===== src/hdl/ase_pkg.sv =====
// shared types for the ascending sort engine
package ase_pkg;

    // word width of one sorted item
    localparam int unsigned WORD_W = 32;

    // commands from the controller to the datapath
    typedef struct packed {
        logic insert;     // place the incoming word into the cell chain
        logic set_drop;   // remember that a word was dropped
        logic shift;      // move the chain down by one after an output transaction
        logic clr_drop;   // clear the drop flag when the set is done
    } ase_cmd_t;

    // status from the datapath to the controller
    typedef struct packed {
        logic full;       // every cell holds a word
        logic one_left;   // exactly one word remains to be emitted
    } ase_sts_t;

    // controller states
    typedef enum logic [1:0] {
        ST_LOAD = 2'b01,
        ST_EMIT = 2'b10
    } ase_state_t;

endpackage


===== src/hdl/ase_ctrl.sv =====
// load and emit state machine
module ase_ctrl (
    input  logic               clk,
    input  logic               rst_n,
    input  logic               s_tvalid,
    input  logic               s_tlast,
    output logic               s_tready,
    output logic               m_tvalid,
    input  logic               m_tready,
    input  ase_pkg::ase_sts_t  sts,
    output ase_pkg::ase_cmd_t  cmd
);
    import ase_pkg::*;

    ase_state_t state_reg, state_next;
    logic       in_xfer;
    logic       out_xfer;

    assign s_tready = (state_reg == ST_LOAD);
    assign m_tvalid = (state_reg == ST_EMIT);
    assign in_xfer  = s_tvalid && s_tready;
    assign out_xfer = m_tvalid && m_tready;

    // commands and next state
    always_comb
    begin
        state_next   = state_reg;
        cmd.insert   = 1'b0;
        cmd.set_drop = 1'b0;
        cmd.shift    = 1'b0;
        cmd.clr_drop = 1'b0;
        case (state_reg)
            ST_LOAD:
            begin
                if (in_xfer)
                begin
                    cmd.insert   = !sts.full;
                    cmd.set_drop = sts.full;
                    if (s_tlast)
                    begin
                        state_next = ST_EMIT;
                    end
                end
            end
            ST_EMIT:
            begin
                if (out_xfer)
                begin
                    cmd.shift = 1'b1;
                    if (sts.one_left)
                    begin
                        cmd.clr_drop = 1'b1;
                        state_next   = ST_LOAD;
                    end
                end
            end
            default:
            begin
                state_next = ST_LOAD;
            end
        endcase
    end

    always_ff @(posedge clk or negedge rst_n)
    begin
        if (!rst_n)
        begin
            state_reg <= ST_LOAD;
        end
        else
        begin
            state_reg <= state_next;
        end
    end

    // input and output sides are never open together
    a_one_side: assert property (@(posedge clk) disable iff (!rst_n)
        !(s_tready && m_tvalid))
        else $error("both channels open");

    // a closing input transaction starts the emit phase
    a_close_emit: assert property (@(posedge clk) disable iff (!rst_n)
        (in_xfer && s_tlast) |=> m_tvalid)
        else $error("closing word did not start emit");

    // the final output transaction of a set reopens the input side
    a_emit_nonempty: assert property (@(posedge clk) disable iff (!rst_n)
        (m_tvalid && m_tready && sts.one_left) |=> s_tready)
        else $error("emit did not end after final word");

endmodule


===== config.mk =====
export PLATFORM = sky130hd
export DESIGN_NAME = ase_ctrl
export DESIGN_NICKNAME = d
export VERILOG_FILES = /design/src/hdl/ase_pkg.sv /design/src/hdl/ase_ctrl.sv
export SDC_FILE = /design/constraint.sdc
export NUM_CORES = 1
export LEC_CHECK = 0
export ABC_AREA = 0
export BUFFER_PORTS_ARGS = -buffer_cell sky130_fd_sc_hd__buf_2
export CAP_MARGIN = 20
export CORE_AREA = 2 2 39 41
export CTS_CLUSTER_DIAMETER = 60
export CTS_CLUSTER_SIZE = 8
export DETAILED_ROUTE_END_ITERATION = 7
export DIE_AREA = 0 0 41 43
export HOLD_SLACK_MARGIN = 0.03
export PLACE_DENSITY = 0.31
export SYNTH_ARGS = -nofsm -noshare
export SYNTH_HDL_FRONTEND = slang
export SYNTH_SLANG_ARGS = --single-unit

===== constraint.sdc =====
create_clock -name clk -period 1.4 [get_ports clk]
set_clock_uncertainty 0.15 [all_clocks]
set_input_delay 0 -clock clk [delete_from_list [all_inputs] [get_ports clk]]
set_output_delay 0 -clock clk [all_outputs]
set_load 0.02 [all_outputs]

==> results of run 1 <==
==> final cells by class <==
class	count	area, µm²
Clock buffer	4	26.28
Timing Repair Buffer	19	148.9
Sequential cell	2	51.30
Multi-Input combinational cell	9	81.33
Fill cell	151	1056
Tap cell	16	20.02
==> timing repair <==
item,in CTS,in global routing
gates cloned,0,0
hold buffers,6,0
endpoints found under the setup margin,3,4
buffers inserted,0,1
hold endpoints to repair,4,0
pin swaps,0,2
gates resized for setup,4,6
==> kinds of logic (layout without fill, tap and decap cells) <==
kind of cell | after synthesis | in the layout | synth area share
flip-flops | 2 | 2 | 0.4271
buffers and inverters | 0 | 23 | 0
AND/OR/NAND/NOR | 7 | 7 | 0.4167
AO/OA/AOI/OAI | 2 | 2 | 0.1563
==> cell usage in the layout, fill, tap and decap left out <==
cell type      instances
buf_2                  8
dlygate4sd3_1          6
clkbuf_4               3
buf_6                  3
buf_4                  2
and2b_4                1
and3_4                 1
nor2b_4                1
and3_1                 1
and3b_1                1
and2_4                 1
nand2_1                1
a32oi_1                1
a32o_1                 1
clkbuf_1               1
dfstp_2                1
dfrtp_1                1
==> critical path, cell delays in order (launching register included) <==
cell     delay [ns]
dfstp_2        0.51
nor2b_4        0.18
and3_1         0.17
buf_4          0.14
==> power by group <==
part           total [mW]  leakage [nW]  internal, mW  switching, mW
registers          0.0692        0.0237        0.0654        0.00376
clock network       0.147        0.0150         0.106         0.0406
logic              0.0848         0.127        0.0480         0.0367
total               0.301         0.165         0.220         0.0811
==> layer usage <==
layer,up-vias,track usage
met5,-,0
met4,0,0.04000
met3,0,0.06283
met2,13,0.07188
met1,84,0.08387
li1,87,-
==> how the worst min path moves through the flow <==
stage | from | end | slack, ns
5_1_grt | rst_n | state_reg[0] | 0.12
2_1_floorplan | rst_n | state_reg[1] | -0.45
3_3_place_gp | rst_n | state_reg[1] | -0.36
4_1_cts | rst_n | state_reg[0] | 0.09
3_5_place_dp | rst_n | state_reg[1] | -0.36
6_report | rst_n | state_reg[0] | 0.10
==> results.toml, run 1 <==
[detailed_routing]
top_layer_used = "met3"
final_antenna_net_count = 0
num_vias = 184
m1WireLength_um = 216
vias_per_cell = 3.680
drt_iter0_markers = 2
drt_wl_total_um = 491
routedWlPerCell_um = 9.820
drt_first_pass_iters = 2
dr_wl_met2_um = 215
wl_met3_um = 59
drc = 0

[logic_synthesis]
synthArstFlopShare = 1.000
synth_top_area_frac = 0.2188
synth_top_area_cell = "dfstp_2"
syn_inst = 11
synth_warnings = 0
ys_types = 10
avgSynthCellArea_um2 = 10.92
ys_ff_latch = 2
synthesis.nets = 18
synthFlopType = "dfstp_2"
synth_edf_count = 0
synth_seq_area_share = 0.4271
syn_area_um2 = 120.1
synth_most_common_cell = "and3_1"
synth_area_leaders = "dfstp_2 (22%), dfrtp_1 (21%), and3_1 (10%)"

[clocking]
cts_tree = "yes"
path_clk_slew_ns = 0.03
cts_sinks = 2
clockBufferDepth = 2
clock_latency_ns = 0.23
cts_root_buffer = "clkbuf_4"
cts_made_buffers = 3
htreeDepth = 1

[timing]
rsz0062_at_grt = "yes"
fin_crit_sh = 0.9821
max-slew-margin-rel = 0.8953
hold_ws_ns = 0.1036
finalHoldViolations = 0
maxSlewViolCount = 0
fmax_mhz = 727.3
finalSetupViolCount = 0
post-route-min-period_ns = 1.375
worst_slack_ns = 0.02507
worst_pin_slew_ns = 0.1571
final.setup.tns_ns = 0

[grt]
antenna_found_initial = 0
grt_remaining_overflow = 0
grt_max_degree = 6
grt_pass1_vias = 172
grt_pass1_wl_um = 717
grt.total_usage = 0.06734

[setup_path]
timing.critical_path.to = "cmd[2]"
arrival_ns = 1.22
crit_required_ns = 1.25
critPathKind = "flop to output pin"
end_kind = "output pin"
r2r-end = "state_reg[1]"
crit_fanout = 5
r2r_start = "state_reg[0]"
ff2ff_path_depth = 2
r2r_setup_slack_ns = 0.22
crit_path_start_kind = "flop"
startpoint = "state_reg[0]"

[final_layout]
final_util = 0.2369
layout.nets = 42
drive_above_1_share = 0.6176
final_area_um2 = 327.8
antennaDiodeCount = 0
stdcell_count = 50
largest_reg_flops = 2
area_growth_pct = 172.9

[floorplan]
fp-row-count = 14
dieWidth_um = 41
die_y_um = 43
core_area_um2 = 1384
start_util = 0.08680
ios = 13
die-area_um2 = 1763

[place]
place_congestion = 0.5484
dp.cells = 39
io_buffer_count = 12
pre_cts_ws_ns = 0.2091
place_area_um2 = 200.2

[run_status]
outcome = "finished, final reports clean"

[power]
vdd_drop_max_mv = 0.2865
power_density_nw_per_um2 = 918.0
power.leakage_nw = 0.1654
power_mw = 0.3009

[worst_hold_path]
hold_path.class = "primary input to async pin"

[flow_run]
drv_cap = 0
Power figures use the tool's default switching activity.
==> inputs of run 2 (changes only) <==
--- a/config.mk
+++ b/config.mk
@@ -6,7 +6,7 @@
 export NUM_CORES = 1
 export LEC_CHECK = 0
 export ABC_AREA = 0
-export BUFFER_PORTS_ARGS = -buffer_cell sky130_fd_sc_hd__buf_2
+export BUFFER_PORTS_ARGS = -buffer_cell sky130_fd_sc_hd__clkbuf_2
 export CAP_MARGIN = 20
 export CORE_AREA = 2 2 39 41
 export CTS_CLUSTER_DIAMETER = 60
==> run 2 against run 1 <==
  * Total power rose by 4.3%
  * Cell count rose by 4.0%
  * Flip-flop and latch count did not move
  * Wire length rose by 12%
  * Clock power barely moved
  * Critical path depth did not move
  * Core utilization rose by 2.0 points
  * Worst setup slack got worse by 0.018 ns
  * Non-clock buffer count rose by 2
  * Clock-buffer cell count did not move
  * Worst hold slack improved by 0.0051 ns
  * Die area did not move
  * Critical endpoint unchanged
==> results.toml, run 2 (synthesis gave the netlist of run 1 again) <==
[timing]
final.setup.tns_ns = 0
finalHoldViolations = 0
worst_slack_ns = 0.006992
maxSlewViolCount = 0
post-route-min-period_ns = 1.393
finalSetupViolCount = 0
max-slew-margin-rel = 0.8931
worst_pin_slew_ns = 0.1604
fmax_mhz = 717.9
fin_crit_sh = 0.9950
rsz0062_at_grt = "yes"

[clocking]
cts_made_buffers = 3
cts_sinks = 2
cts_root_buffer = "clkbuf_4"
path_clk_slew_ns = 0.03
cts_tree = "yes"
clock_latency_ns = 0.23
clockBufferDepth = 2
htreeDepth = 1

[setup_path]
ff2ff_path_depth = 3
critPathKind = "flop to output pin"
crit_path_start_kind = "flop"
crit_fanout = 5
arrival_ns = 1.24
end_kind = "output pin"
r2r-end = "state_reg[1]"
crit_required_ns = 1.25
r2r_setup_slack_ns = 0.09
r2r_start = "state_reg[0]"

[place]
io_buffer_count = 12
place_congestion = 0.5590
place_area_um2 = 200.2
pre_cts_ws_ns = 0.1897
dp.cells = 39

[grt]
antenna_found_initial = 0
grt.total_usage = 0.07940
grt_pass1_vias = 212
grt_pass1_wl_um = 848
grt_remaining_overflow = 0
grt_max_degree = 6

[detailed_routing]
vias_per_cell = 3.846
routedWlPerCell_um = 10.58
drt_iter0_markers = 7
drt_first_pass_iters = 4
num_vias = 200
drc = 0
final_antenna_net_count = 0
drt_wl_total_um = 550

[floorplan]
die_y_um = 43
start_util = 0.08680
die-area_um2 = 1763
ios = 13
dieWidth_um = 41
fp-row-count = 14
core_area_um2 = 1384

[final_layout]
largest_reg_flops = 2
final_common_cell = "clkbuf_2"
final_area_um2 = 355.3
antennaDiodeCount = 0
area_growth_pct = 195.8
layout.nets = 44
stdcell_count = 52
drive_above_1_share = 0.6667
n_fill_cell = 145
layout_common_cells = "clkbuf_2 (7), dlygate4sd3_1 (6), buf_4 (4)"

[power]
vdd_drop_max_mv = 0.2442
power_density_nw_per_um2 = 883.4
power.leakage_nw = 0.1768
power_mw = 0.3139

[worst_hold_path]
hold_path.class = "primary input to async pin"

[run_status]
outcome = "finished, final reports clean"

[flow_run]
drv_cap = 0
-- run 2: power by group --
| part | internal [mW] | leakage (nW) | switching [mW] |
|---|---|---|---|
| registers | 0.0654 | 0.0237 | 0.00362 |
| clock network | 0.106 | 0.0150 | 0.0401 |
| logic | 0.0574 | 0.138 | 0.0409 |
-- run 2: timing repair --
action | 4_1_cts | 5_1_grt
hold buffers | 6 | 0
resized for setup | 7 | 9
pin swaps | 1 | 2
buffers inserted | 2 | 1
endpoints found under the setup margin | 3 | 5
hold endpoints to repair | 4 | 0
-- run 2: routing by layer --
metal,global-route usage,routed length (µm),part of all wire
met1,0.08065,239,0.43
met2,0.1125,248,0.45
met3,0.06283,62,0.11
met4,0.04000,0,0
met5,0,0,0
-- run 2: worst max path at each step --
| stage | endpoint | slack [ns] | from | cells after the start |
|---|---|---|---|---|
| 6_report | cmd[2] | 0.007 | state_reg[0] | 3 |
| 5_1_grt | cmd[2] | -0.03 | state_reg[0] | 3 |
| 4_1_cts | cmd[3] | 0.0003 | state_reg[0] | 3 |
| 3_5_place_dp | cmd[3] | 0.19 | state_reg[0] | 3 |
| 3_3_place_gp | cmd[3] | 0.20 | state_reg[0] | 3 |
| 2_1_floorplan | cmd[3] | 0.12 | state_reg[0] | 2 |
-- run 2: cell type report --
type,count,area (µm²),share of cell area
Sequential cell,2,51.30,0.1444
Tap cell,16,20.02,0.05634
Clock buffer,4,26.28,0.07394
Timing Repair Buffer,21,171.4,0.4824
Multi-Input combinational cell,9,86.33,0.2430
-- run 2: worst max-delay path, stage by stage, from the launching register on --
cell	delay, ns
dfstp_2	0.51
nor2b_4	0.19
and3_4	0.21
buf_8	0.10
-- run 2: per-stage QoR --
stage | hold slack [ns] | utilization
2_1_floorplan | -0.4456 | -
3_3_place_gp | -0.3637 | 0.1447
3_5_place_dp | -0.3612 | 0.1447
4_1_cts | 0.09942 | 0.2396
5_1_grt | 0.1263 | 0.2568
6_report | 0.1087 | 0.2568
